==> src/design/ame_pkg.sv <==
package ame_pkg;

    localparam int DATA_W    = 8;
    localparam int STATUS_W  = 2;
    localparam int CID_W     = 16;
    localparam int CFG_IDX_W = 1;
    localparam int CFG_DAT_W = 16;

    // config register indexes
    localparam logic [CFG_IDX_W-1:0] CFG_COMPANY_ID = 1'b0;
    localparam logic [CFG_IDX_W-1:0] CFG_AD_TYPE    = 1'b1;

    localparam logic [CID_W-1:0]  COMPANY_ID_RST = 16'hBABE;
    localparam logic [DATA_W-1:0] AD_TYPE_RST    = 8'hFF;

    // shortest structure that can carry type and identifier
    localparam logic [DATA_W-1:0] MIN_MATCH_LEN = 8'd3;

    // result status codes
    localparam logic [STATUS_W-1:0] ST_PAYLOAD = 2'd0;
    localparam logic [STATUS_W-1:0] ST_NONE    = 2'd1;
    localparam logic [STATUS_W-1:0] ST_TRUNC   = 2'd2;

    typedef enum logic [5:0] {
        PH_LEN  = 6'b000001,
        PH_TYPE = 6'b000010,
        PH_IDLO = 6'b000100,
        PH_IDHI = 6'b001000,
        PH_BODY = 6'b010000,
        PH_DONE = 6'b100000
    } t_phase;

    typedef struct packed {
        logic [CID_W-1:0]  company_id;
        logic [DATA_W-1:0] ad_type;
    } t_cfg;

    typedef struct packed {
        logic                emit;
        logic [DATA_W-1:0]   payload_byte;
        logic                payload_end;
        logic [STATUS_W-1:0] status;
    } t_result;

endpackage

==> src/design/ame_in_if.sv <==
interface ame_in_if;
    logic                         valid;
    logic                         ready;
    logic [ame_pkg::DATA_W-1:0]   data_byte;
    logic                         record_end;

    modport source (output valid, output data_byte, output record_end, input ready);
    modport sink   (input valid, input data_byte, input record_end, output ready);
endinterface

==> src/design/ame_out_if.sv <==
interface ame_out_if;
    logic                         valid;
    logic                         ready;
    logic [ame_pkg::DATA_W-1:0]   payload_byte;
    logic                         payload_end;
    logic [ame_pkg::STATUS_W-1:0] status;

    modport source (output valid, output payload_byte, output payload_end, output status,
                    input ready);
    modport sink   (input valid, input payload_byte, input payload_end, input status,
                    output ready);
endinterface

==> src/design/ame_cfg_if.sv <==
interface ame_cfg_if;
    logic                          valid;
    logic                          ready;
    logic [ame_pkg::CFG_IDX_W-1:0] index;
    logic [ame_pkg::CFG_DAT_W-1:0] data;

    modport source (output valid, output index, output data, input ready);
    modport sink   (input valid, input index, input data, output ready);
endinterface

==> src/design/adv_manufacturer_data_extractor.sv <==
// channel   dir  fields                                   word moves when
// i_in      in   data_byte[7:0], record_end               valid & ready
// o_out     out  payload_byte[7:0], payload_end, status   valid & ready
// i_cfg     in   index (0 company_id, 1 ad_type), data    valid & ready
//
// one word per cycle sustained while the result is not stalled: a word is held
// in the input register, is parsed by the structure walker and lands in the
// result register
// synchronous active-low reset: walker to length byte, registers to defaults
// a stalled result holds; the held input word waits behind it, so input stops
module adv_manufacturer_data_extractor (
    input  logic      i_clk,
    input  logic      i_rst_n,
    ame_in_if.sink    i_in,
    ame_out_if.source o_out,
    ame_cfg_if.sink   i_cfg
);
    import ame_pkg::*;

    // input register stage
    logic              r_in_valid;
    logic [DATA_W-1:0] r_in_byte;
    logic              r_in_last;

    // result register stage
    logic                r_out_valid;
    logic [DATA_W-1:0]   r_out_byte;
    logic                r_out_end;
    logic [STATUS_W-1:0] r_out_status;

    logic    out_free;
    logic    step;
    logic    in_take;
    t_cfg    cfg;
    t_result res;

    // result slot can be loaded when empty or being drained this cycle
    assign out_free = !r_out_valid || o_out.ready;
    // parse the held word whenever its result (if any) has a place to go
    assign step     = r_in_valid && out_free;
    assign i_in.ready = !r_in_valid || step;
    assign in_take  = i_in.valid && i_in.ready;

    // config writes are always taken
    assign i_cfg.ready = 1'b1;

    ame_cfg_regs u_cfg (
        .i_clk   (i_clk),
        .i_rst_n (i_rst_n),
        .i_wr    (i_cfg.valid),
        .i_index (i_cfg.index),
        .i_data  (i_cfg.data),
        .o_cfg   (cfg)
    );

    ame_parser u_parser (
        .i_clk   (i_clk),
        .i_rst_n (i_rst_n),
        .i_step  (step),
        .i_byte  (r_in_byte),
        .i_last  (r_in_last),
        .i_cfg   (cfg),
        .o_res   (res)
    );

    // input register
    always_ff @(posedge i_clk) begin
        if (!i_rst_n) begin
            r_in_valid <= 1'b0;
        end else if (i_in.ready) begin
            r_in_valid <= i_in.valid;
        end
    end

    always_ff @(posedge i_clk) begin
        if (in_take) begin
            r_in_byte <= i_in.data_byte;
            r_in_last <= i_in.record_end;
        end
    end

    // result register
    always_ff @(posedge i_clk) begin
        if (!i_rst_n) begin
            r_out_valid <= 1'b0;
        end else if (out_free) begin
            r_out_valid <= step && res.emit;
        end
    end

    always_ff @(posedge i_clk) begin
        if (step && res.emit) begin
            r_out_byte   <= res.payload_byte;
            r_out_end    <= res.payload_end;
            r_out_status <= res.status;
        end
    end

    assign o_out.valid        = r_out_valid;
    assign o_out.payload_byte = r_out_byte;
    assign o_out.payload_end  = r_out_end;
    assign o_out.status       = r_out_status;

    // closing statuses always end the record's results
    a_close_ends: assert property (@(posedge i_clk) disable iff (!i_rst_n)
        (r_out_valid && (r_out_status == ST_NONE || r_out_status == ST_TRUNC))
            |-> r_out_end)
        else $error("closing status without payload_end");

    // no-payload result carries a zero byte
    a_none_zero: assert property (@(posedge i_clk) disable iff (!i_rst_n)
        (r_out_valid && r_out_status == ST_NONE) |-> (r_out_byte == '0))
        else $error("no-payload result with nonzero byte");

    // a held word is not dropped while the result slot is stalled
    a_hold_in: assert property (@(posedge i_clk) disable iff (!i_rst_n)
        (r_in_valid && r_out_valid && !o_out.ready) |=> r_in_valid)
        else $error("input word lost during output stall");

endmodule

==> src/design/ame_cfg_regs.sv <==
module ame_cfg_regs (
    input  logic                          i_clk,
    input  logic                          i_rst_n,
    input  logic                          i_wr,
    input  logic [ame_pkg::CFG_IDX_W-1:0] i_index,
    input  logic [ame_pkg::CFG_DAT_W-1:0] i_data,
    output ame_pkg::t_cfg                 o_cfg
);
    import ame_pkg::*;

    t_cfg r_cfg;

    always_ff @(posedge i_clk) begin
        if (!i_rst_n) begin
            r_cfg.company_id <= COMPANY_ID_RST;
            r_cfg.ad_type    <= AD_TYPE_RST;
        end else if (i_wr) begin
            unique case (i_index)
                CFG_COMPANY_ID: r_cfg.company_id <= i_data[CID_W-1:0];
                CFG_AD_TYPE:    r_cfg.ad_type    <= i_data[DATA_W-1:0];
                default: ;
            endcase
        end
    end

    assign o_cfg = r_cfg;

endmodule

==> src/design/ame_parser.sv <==
module ame_parser (
    input  logic                       i_clk,
    input  logic                       i_rst_n,
    input  logic                       i_step,
    input  logic [ame_pkg::DATA_W-1:0] i_byte,
    input  logic                       i_last,
    input  ame_pkg::t_cfg              i_cfg,
    output ame_pkg::t_result           o_res
);
    import ame_pkg::*;

    t_phase            r_phase, n_phase;
    logic [DATA_W-1:0] r_left,  n_left;
    logic              r_cand,  n_cand;
    logic              r_found, n_found;
    logic [DATA_W-1:0] left_dec;
    logic              cand_new;
    t_result           res;

    assign left_dec = r_left - 1'b1;

    always_comb begin
        n_phase  = r_phase;
        n_left   = r_left;
        n_cand   = r_cand;
        n_found  = r_found;
        cand_new = 1'b0;
        res      = '0;

        unique case (r_phase)
            PH_LEN: begin
                n_left  = i_byte;
                n_cand  = 1'b0;
                n_phase = (i_byte == '0) ? PH_LEN : PH_TYPE;
            end
            PH_TYPE, PH_IDLO, PH_IDHI: begin
                if (r_phase == PH_TYPE) begin
                    cand_new = (i_byte == i_cfg.ad_type) && (r_left >= MIN_MATCH_LEN);
                end else if (r_phase == PH_IDLO) begin
                    cand_new = r_cand && (i_byte == i_cfg.company_id[7:0]);
                end else begin
                    cand_new = r_cand && (i_byte == i_cfg.company_id[15:8]);
                end
                n_cand = cand_new;
                n_left = left_dec;
                if (r_phase == PH_IDHI && cand_new) begin
                    n_phase = (left_dec == '0) ? PH_DONE : PH_BODY;
                end else if (left_dec == '0) begin
                    n_phase = PH_LEN;
                end else if (r_phase == PH_TYPE) begin
                    n_phase = PH_IDLO;
                end else if (r_phase == PH_IDLO) begin
                    n_phase = PH_IDHI;
                end else begin
                    n_phase = PH_BODY;
                end
            end
            PH_BODY: begin
                n_left = left_dec;
                if (r_cand) begin
                    res.emit         = 1'b1;
                    res.payload_byte = i_byte;
                    res.status       = ST_PAYLOAD;
                    n_found          = 1'b1;
                    if (left_dec == '0) begin
                        res.payload_end = 1'b1;
                        n_phase         = PH_DONE;
                    end else if (i_last) begin
                        res.payload_end = 1'b1;
                        res.status      = ST_TRUNC;
                    end
                end else if (left_dec == '0) begin
                    n_phase = PH_LEN;
                end
            end
            PH_DONE: ;
            default: n_phase = PH_DONE;
        endcase

        // record closes with nothing sent
        if (i_last && !res.emit && !r_found) begin
            res.emit         = 1'b1;
            res.payload_byte = '0;
            res.payload_end  = 1'b1;
            res.status       = ST_NONE;
        end
        if (i_last) begin
            n_phase = PH_LEN;
            n_left  = '0;
            n_cand  = 1'b0;
            n_found = 1'b0;
        end
    end

    always_ff @(posedge i_clk) begin
        if (!i_rst_n) begin
            r_phase <= PH_LEN;
            r_left  <= '0;
            r_cand  <= 1'b0;
            r_found <= 1'b0;
        end else if (i_step) begin
            r_phase <= n_phase;
            r_left  <= n_left;
            r_cand  <= n_cand;
            r_found <= n_found;
        end
    end

    assign o_res = res;

endmodule
==> src/flat_wrapper.sv <==
// flat-port wrapper written by rule: the top's interface ports become plain ports
module adv_manufacturer_data_extractor_flat import ame_pkg::*;
  (i_clk, i_rst_n, i_in_valid, i_in_data_byte, i_in_record_end, i_in_ready, o_out_valid, o_out_payload_byte, o_out_payload_end, o_out_status, o_out_ready, i_cfg_valid, i_cfg_index, i_cfg_data, i_cfg_ready);
  ame_in_if i_in_i ();
  ame_out_if o_out_i ();
  ame_cfg_if i_cfg_i ();
  input  logic i_clk;
  input  logic i_rst_n;
  input wire logic [$bits(i_in_i.valid)-1:0] i_in_valid;
  input wire logic [$bits(i_in_i.data_byte)-1:0] i_in_data_byte;
  input wire logic [$bits(i_in_i.record_end)-1:0] i_in_record_end;
  output wire logic [$bits(i_in_i.ready)-1:0] i_in_ready;
  output wire logic [$bits(o_out_i.valid)-1:0] o_out_valid;
  output wire logic [$bits(o_out_i.payload_byte)-1:0] o_out_payload_byte;
  output wire logic [$bits(o_out_i.payload_end)-1:0] o_out_payload_end;
  output wire logic [$bits(o_out_i.status)-1:0] o_out_status;
  input wire logic [$bits(o_out_i.ready)-1:0] o_out_ready;
  input wire logic [$bits(i_cfg_i.valid)-1:0] i_cfg_valid;
  input wire logic [$bits(i_cfg_i.index)-1:0] i_cfg_index;
  input wire logic [$bits(i_cfg_i.data)-1:0] i_cfg_data;
  output wire logic [$bits(i_cfg_i.ready)-1:0] i_cfg_ready;
  assign i_in_i.valid = i_in_valid;
  assign i_in_i.data_byte = i_in_data_byte;
  assign i_in_i.record_end = i_in_record_end;
  assign i_in_ready = i_in_i.ready;
  assign o_out_valid = o_out_i.valid;
  assign o_out_payload_byte = o_out_i.payload_byte;
  assign o_out_payload_end = o_out_i.payload_end;
  assign o_out_status = o_out_i.status;
  assign o_out_i.ready = o_out_ready;
  assign i_cfg_i.valid = i_cfg_valid;
  assign i_cfg_i.index = i_cfg_index;
  assign i_cfg_i.data = i_cfg_data;
  assign i_cfg_ready = i_cfg_i.ready;
  adv_manufacturer_data_extractor u_core (.i_clk(i_clk), .i_rst_n(i_rst_n), .i_in(i_in_i), .o_out(o_out_i), .i_cfg(i_cfg_i));
endmodule
==> config.mk <==
export PLATFORM = sky130hd
export DESIGN_NAME = adv_manufacturer_data_extractor_flat
export DESIGN_NICKNAME = d
export VERILOG_FILES = /design/src/design/ame_pkg.sv /design/src/design/ame_in_if.sv /design/src/design/ame_out_if.sv /design/src/design/ame_cfg_if.sv /design/src/design/adv_manufacturer_data_extractor.sv /design/src/design/ame_cfg_regs.sv /design/src/design/ame_parser.sv /design/src/flat_wrapper.sv
export SDC_FILE = /design/constraint.sdc
export NUM_CORES = 1
export LEC_CHECK = 0
export BUFFER_PORTS_ARGS = -buffer_cell sky130_fd_sc_hd__buf_2
export CORE_MARGIN = 1.5
export CORE_UTILIZATION = 50
export CTS_CLUSTER_SIZE = 28
export DETAILED_ROUTE_END_ITERATION = 10
export PLACE_DENSITY = 0.71
export SYNTH_ARGS = -nofsm -noshare
export SYNTH_HDL_FRONTEND = slang
export SYNTH_HIERARCHICAL = 1
export SYNTH_SLANG_ARGS = --single-unit
==> constraint.sdc <==
create_clock -name i_clk -period 4.3 [get_ports i_clk]
set_clock_uncertainty 0.1 [all_clocks]
set_input_delay 0.215 -clock i_clk [delete_from_list [all_inputs] [get_ports i_clk]]
set_output_delay 0.215 -clock i_clk [all_outputs]
set_load 0.03 [all_outputs]
# [Yosys cells after proc, flatten, opt, wreduce, memory -nomap -nowiden]
# Index checks and enable logic that the tools add are counted.
[classes] n_reduce_logical=31 n_bitwise=3 magnitude_cmp=1 mux=27 n_addsub=1 eq_ne=11
[op_table] operator="$mux 12" count=3
[op_table] operator="$mux 6" count=6
[op_table] operator="$eq 8x8->1" count=3
[op_table] operator="$pmux 6 s4" count=1
[op_table] operator="$logic_not 8->1" count=2
[op_table] operator="$pmux 8 s2" count=1
[op_table] operator="$mux 5" count=3
[op_table] operator="$logic_and 1x1->1" count=9
[op_table] operator="$ge 8x2->1 const B" count=1
[op_table] operator="$mux 1" count=8
[op_table] operator="$mux 8" count=1
[op_table] operator="$reduce_and 2->1" count=4
[op_table] operator="$reduce_or 4->1" count=2
[op_table] operator="$sub 8x1->8 const B" count=1
[op_table] operator="$eq 6x1->1 const B" count=1
[op_table] operator="$eq 6x2->1 const B" count=1
[op_table] operator="$eq 6x3->1 const B" count=1
[op_table] operator="$eq 6x4->1 const B" count=1
[op_table] operator="$eq 6x5->1 const B" count=1
[op_table] operator="$eq 6x6->1 const B" count=1
[op_table] operator="$reduce_and 3->1" count=2
[op_table] operator="$reduce_bool 3->1" count=2
[op_table] operator="$reduce_or 3->1" count=2
[op_table] operator="$logic_not 1->1" count=4
[op_table] operator="8 further kinds" count=13
[word_totals] elab_cells=88 output_inout_bits=14 regBits=62

# [Depth between registers and ports, before layout]
[depth] depth_word=10 depth_mapped=10 ltp_nobuf=9

# [Hierarchy]
# The synthesis kept the hierarchy.
[by_module_without_submodules] mod="ame_parser" cells_per_inst=215 area_per_inst_um2=1647.8 instances=1
[by_module_without_submodules] mod="ame_cfg_regs" cells_per_inst=108 area_per_inst_um2=1042.2 instances=1
[by_module_without_submodules] mod="adv_manufacturer_data_extractor" cells_per_inst=35 area_per_inst_um2=724.4 instances=1

# [Least setup slack after synthesis]
# OpenSTA, ideal clock, no wires.
[synth_timing] kind="flip-flop to flip-flop" start="reg u_core.u_parser.r_phase[3]" end="reg u_core.r_out_byte[0] (netlist: u_core/o_out.payload_byte[0]) (enable)" setup_ns=0.378 synth_period_minus_slack_ns=2.680 path_stages_with_launch=8 path_slack_ns=1.620 arrival_ns=2.202 path_cell_list="dfxtp_1 -> or4_2 -> nor2b_1 -> clkbuf_2 -> nand2_1 -> nand2_1 -> nand2_1 -> nor2_1"
[synth_lines] element="start: declaration" line_no="ame_parser.sv:12" text="t_phase r_phase, n_phase;"
[synth_lines] element="start signal: assignment" line_no="ame_parser.sv:102" text="r_phase <= n_phase;"
[synth_lines] element="end signal: assignment" line_no="adv_manufacturer_data_extractor.sv:93" text="r_out_byte <= res.payload_byte;"
[synth_lines] element="end: declaration" line_no="adv_manufacturer_data_extractor.sv:27" text="logic [DATA_W-1:0] r_out_byte;"

==> impl_summary.log <==
INFO  metric seq_area_frac_synth = a little over two fifths
INFO  metric clock_network_latency_to_the_later_pin_of_the_worst_skew_pair = 350 ps
INFO  metric worstSetupStartpointType = flop
INFO  metric hold_path.class = input port to flop
INFO  metric crit_end = u_core/o_out.payload_byte[0]
INFO  metric min-delay-start = i_cfg_data[10]
INFO  metric antenna_found_initial = 0
INFO  metric violated_checks = design-rule violations
INFO  metric p_clk_share = about two fifths
INFO  metric timing.slew.headroom = between 30% and 40%
INFO  metric layout.nets = between 400 and 500
INFO  metric dp.cells = 456
INFO  metric initial_core_util = between 50% and 60%
INFO  metric yosysWarnings = 6
INFO  metric dieWidth = roughly 86 um
INFO  metric powerDensity = 341 nW/um^2
INFO  metric ffs_latches_synth = 62
INFO  metric period_share = 75.3%
INFO  metric fp.dieArea = approximately 7300 sq um
INFO  metric final_routed_wirelength = around 7.9 mm
INFO  metric dpl.hpwl = approximately 5.4 mm
INFO  metric syn_inst = around 360
INFO  metric grt_pass1_vias = 2627
INFO  metric critPathKind = flop to flop
INFO  metric routedWlPerCell = between 15 and 20 um
INFO  metric mappedNetlistNets = 392
INFO  metric timing.rr.end = u_core/o_out.payload_byte[0]
INFO  metric reg2reg_slack = 1060 ps
INFO  metric path_cells = or4_2 -> nor2b_1 -> nand2_1 -> nand2_1 -> nand2_1 -> nor2_1
INFO  metric synth_cell_types = 62
INFO  metric crit_start = u_core/u_parser/r_phase[0]
INFO  metric report.final.slew_viol_count = 0
INFO  metric vdd.ir_drop.worst = 0.239 mV
INFO  metric postSynth.topFlopCell = dfxtp_1
INFO  metric critical_path_top_delay_cell = or4_2
INFO  metric finalWorstPathRequiredPeriod = between 3000 and 4000 ps
INFO  metric synth_top_family_by_area = simple AND/OR/NAND/NOR gates
INFO  metric yosys.area_share.xor_xnor = between 3 and 4%
INFO  metric sw_frac_of_total = roughly 27%
INFO  metric cts_buffers = 9
INFO  metric synth_edf_count = 20
INFO  metric synth-simple-area-share = about a quarter
INFO  metric critical_path_required = approximately 4200 ps
INFO  metric worstRegToRegCells = 6
INFO  metric die_h = 85.6 um
INFO  metric synthMuxAreaShare = 5.35%
INFO  metric yosys.area_share.adder = about 1.1%
INFO  metric critical_path.max_stage_delay = 690 ps
INFO  metric via_per_inst = just under 6
INFO  metric setup_viol_count_final = 0
INFO  metric clock_tree.root_cell = clkbuf_8
INFO  metric pin_count_of_the_biggest_net_entering_global_routing = 50
INFO  metric timing.final.hold_violations = 0
INFO  metric register_share_of_total_power = about half
INFO  metric clock_tree.buffer_depth = 2
INFO  metric grt_pass1_wl = between 10 and 15 mm
INFO  metric core-area = roughly 6500 sq um
INFO  metric path_max_fanout = 11
INFO  metric count_of_placed_standard_cells_in_the_final_layout_fillers_left_out = a little under 500
INFO  metric p_sw = 355 uW
INFO  metric globalRouteOverflowTotal = 0
INFO  metric drc = 1
INFO  metric pwr-share-comb = roughly an eighth
INFO  metric tns = 0 ps
INFO  metric routabilityCongestion = slightly below 0.9
INFO  metric ctsHtreeMaxLevel = 3
INFO  metric drt.antenna.violating_nets = 0
INFO  metric setup.worst_path.end_class = flop
INFO  metric cellLeakagePower = 1.66 nW
INFO  metric area.growth.synth_to_final = 13.9%
INFO  metric grtUsageTotal = a little under a quarter
INFO  metric worst_slew_pin_slew = 1010 ps
INFO  metric clkSlewWorstSetupHoldPaths = roughly 70 ps
INFO  metric max_freq = 0.309 GHz
INFO  metric num_antenna_cells = 0
INFO  metric area_fraction_in_compound_gates_after_synthesis = between 10% and 20%
INFO  metric async_reset_ff_share = 0%
INFO  metric cell_internal_pwr = roughly 970 uW
INFO  metric detailedRoute.firstPassIterationCount = 7
INFO  metric cts_tree = yes
INFO  metric numPortBuffers = 43
INFO  metric synth_area = around 3400 sq um
INFO  metric avgSynthCellArea = 9.54 sq um
INFO  metric max-cap-violations = 0
INFO  metric critPathArrivalTime = a little over 3000 ps
INFO  metric top_level_ports = 45
INFO  metric tritoncts_num_sinks = 62
INFO  metric timing.rr.start = u_core/u_parser/r_phase[0]
INFO  metric num_vias = roughly 2800
INFO  metric fin_hold_ws = ~22 ps
INFO  metric rows = 29
INFO  metric layout-drive-gt1-share = ~20%
INFO  metric rsz0062_at_grt = no
INFO  metric cp_common_cell = nand2_1
INFO  metric detail_route.iter0.violations = about 160
INFO  metric outcome = complete, but fails checks
timing repair:
action	CTS	global route
resized for setup	0	0
hold buffers	10	0
endpoints found under the setup margin	0	0
setup buffers	0	0
endpoints found under the hold margin	10	0
logic make-up (layout without fill, tap and decap cells):
family,after synthesis,count (layout)
AO/OA/AOI/OAI,71,71
XOR/XNOR,14,14
adder cells (fa/ha/maj),3,3
buffers and inverters,49,96
flip-flops,62,62
multiplexers,18,18
other,1,1
AND/OR/NAND/NOR,140,140
placed cells by master (no fill, tap or decap), drive strengths merged, types with 2 or more instances in the layout:
cell         synthesis  final
buf                 15     44
dfxtp               42     42
nand2               32     32
inv                 26     28
edfxtp              20     20
o211ai              20     20
nor2                18     18
nand3b              17     17
mux2i               16     16
nor2b               14     14
o21ai               14     14
xnor2               13     13
and3                12     12
nand3               12     12
dlygate4sd3          0     10
clkbuf               8      9
a21boi               7      7
nor3                 6      6
a21oi                6      6
nor3b                5      5
or4                  5      5
nand4                4      4
a2111oi              4      4
nor4                 4      4
and3b                3      3
o31ai                3      3
ha                   3      3
and2                 3      3
nand2b               3      3
clkinvlp             0      2
a22oi                2      2
a2111o               2      2
a211o                2      2
o41ai                2      2
mux2                 2      2
clkinv               0      2
synthesized netlist by cell type, drive strengths merged, types with 5 or more instances:
cell / count / share of area, %
o211ai: 20 / 5.9
nor2b: 14 / 2.9
xnor2: 13 / 3.3
a21boi: 7 / 1.5
buf: 15 / 2.9
nand2: 32 / 3.5
and3: 12 / 2.2
or4: 5 / 1.2
inv: 26 / 2.9
nand3b: 17 / 3.7
nand3: 12 / 1.9
nor3: 6 / 0.88
nor2: 18 / 2.0
edfxtp: 20 / 18
dfxtp: 42 / 25
o21ai: 14 / 2.1
a21oi: 6 / 0.88
nor3b: 5 / 1.1
clkbuf: 8 / 1.2
mux2i: 16 / 4.7
metrics by stage:
stage	power [mW]	utilization (%)	cell area [sq um]	worst slack [ps]
finish	1.32	60.2	3890	1060
global route	1.39	60.2	3890	822
CTS	1.34	60.2	3890	1060
detailed placement	0.821	55.6	3590	1110
global placement	0.817	55.6	3590	1230
floorplan	0.777	-	3410	1620
worst max-delay path: cells and delay by family (launching register included):
kind             cells  cell delay (ps)
DFF                  1              370
and+or+nand+nor      6             2400
worst min path at each step:
| stage | to | cells after the start |
|---|---|---|
| after global routing | u_core/u_cfg/o_cfg[17] | 3 |
| after floorplan | u_core/r_in_byte[0] | 0 |
| final | u_core/u_cfg/o_cfg[18] | 3 |
| after detailed placement | u_core/r_in_byte[0] | 1 |
| after CTS | u_core/u_cfg/o_cfg[18] | 3 |
| after global placement | u_core/r_in_byte[0] | 1 |
power by group through the flow:
stage | logic [mW] | clock network [mW] | registers, mW
floorplan | 0.114 | 0 | 0.664
global placement | 0.144 | 0 | 0.673
detailed placement | 0.146 | 0 | 0.674
CTS | 0.155 | 0.520 | 0.661
global route | 0.173 | 0.548 | 0.665
finish | 0.155 | 0.509 | 0.661
final cells by class:
cell class / instances / area (sq um)
Multi-Input combinational cell: 247 / 1740
Clock inverter: 7 / 71.3
Fill cell: 581 / 2570
Inverter: 26 / 97.6
Tap cell: 77 / 96.3
Clock buffer: 9 / 124
Sequential cell: 62 / 1440
Timing Repair Buffer: 54 / 323
sequential cells by signal (all words and copies together) (netlist names), 2 cells and up:
name and count:
u_core/u_parser/r_left 8, u_core/o_out.status 2, u_core/u_cfg/o_cfg 24, u_core/u_parser/r_phase 6
u_core/o_out.payload_byte 8, u_core/r_in_byte 8
routing by layer:
layer  routed length (um)  share of wire [%]  vias up  global-route usage, %
met5                    0                  0        -                      0
met4                   87                1.1        0                   5.72
met3                  395                5.0        8                   6.16
met2                 3780                 48       69                   35.7
met1                 3650                 46     1333                   31.2
li1                     -                  -     1371                      -
No activity file was read; power rests on OpenSTA's default activity.
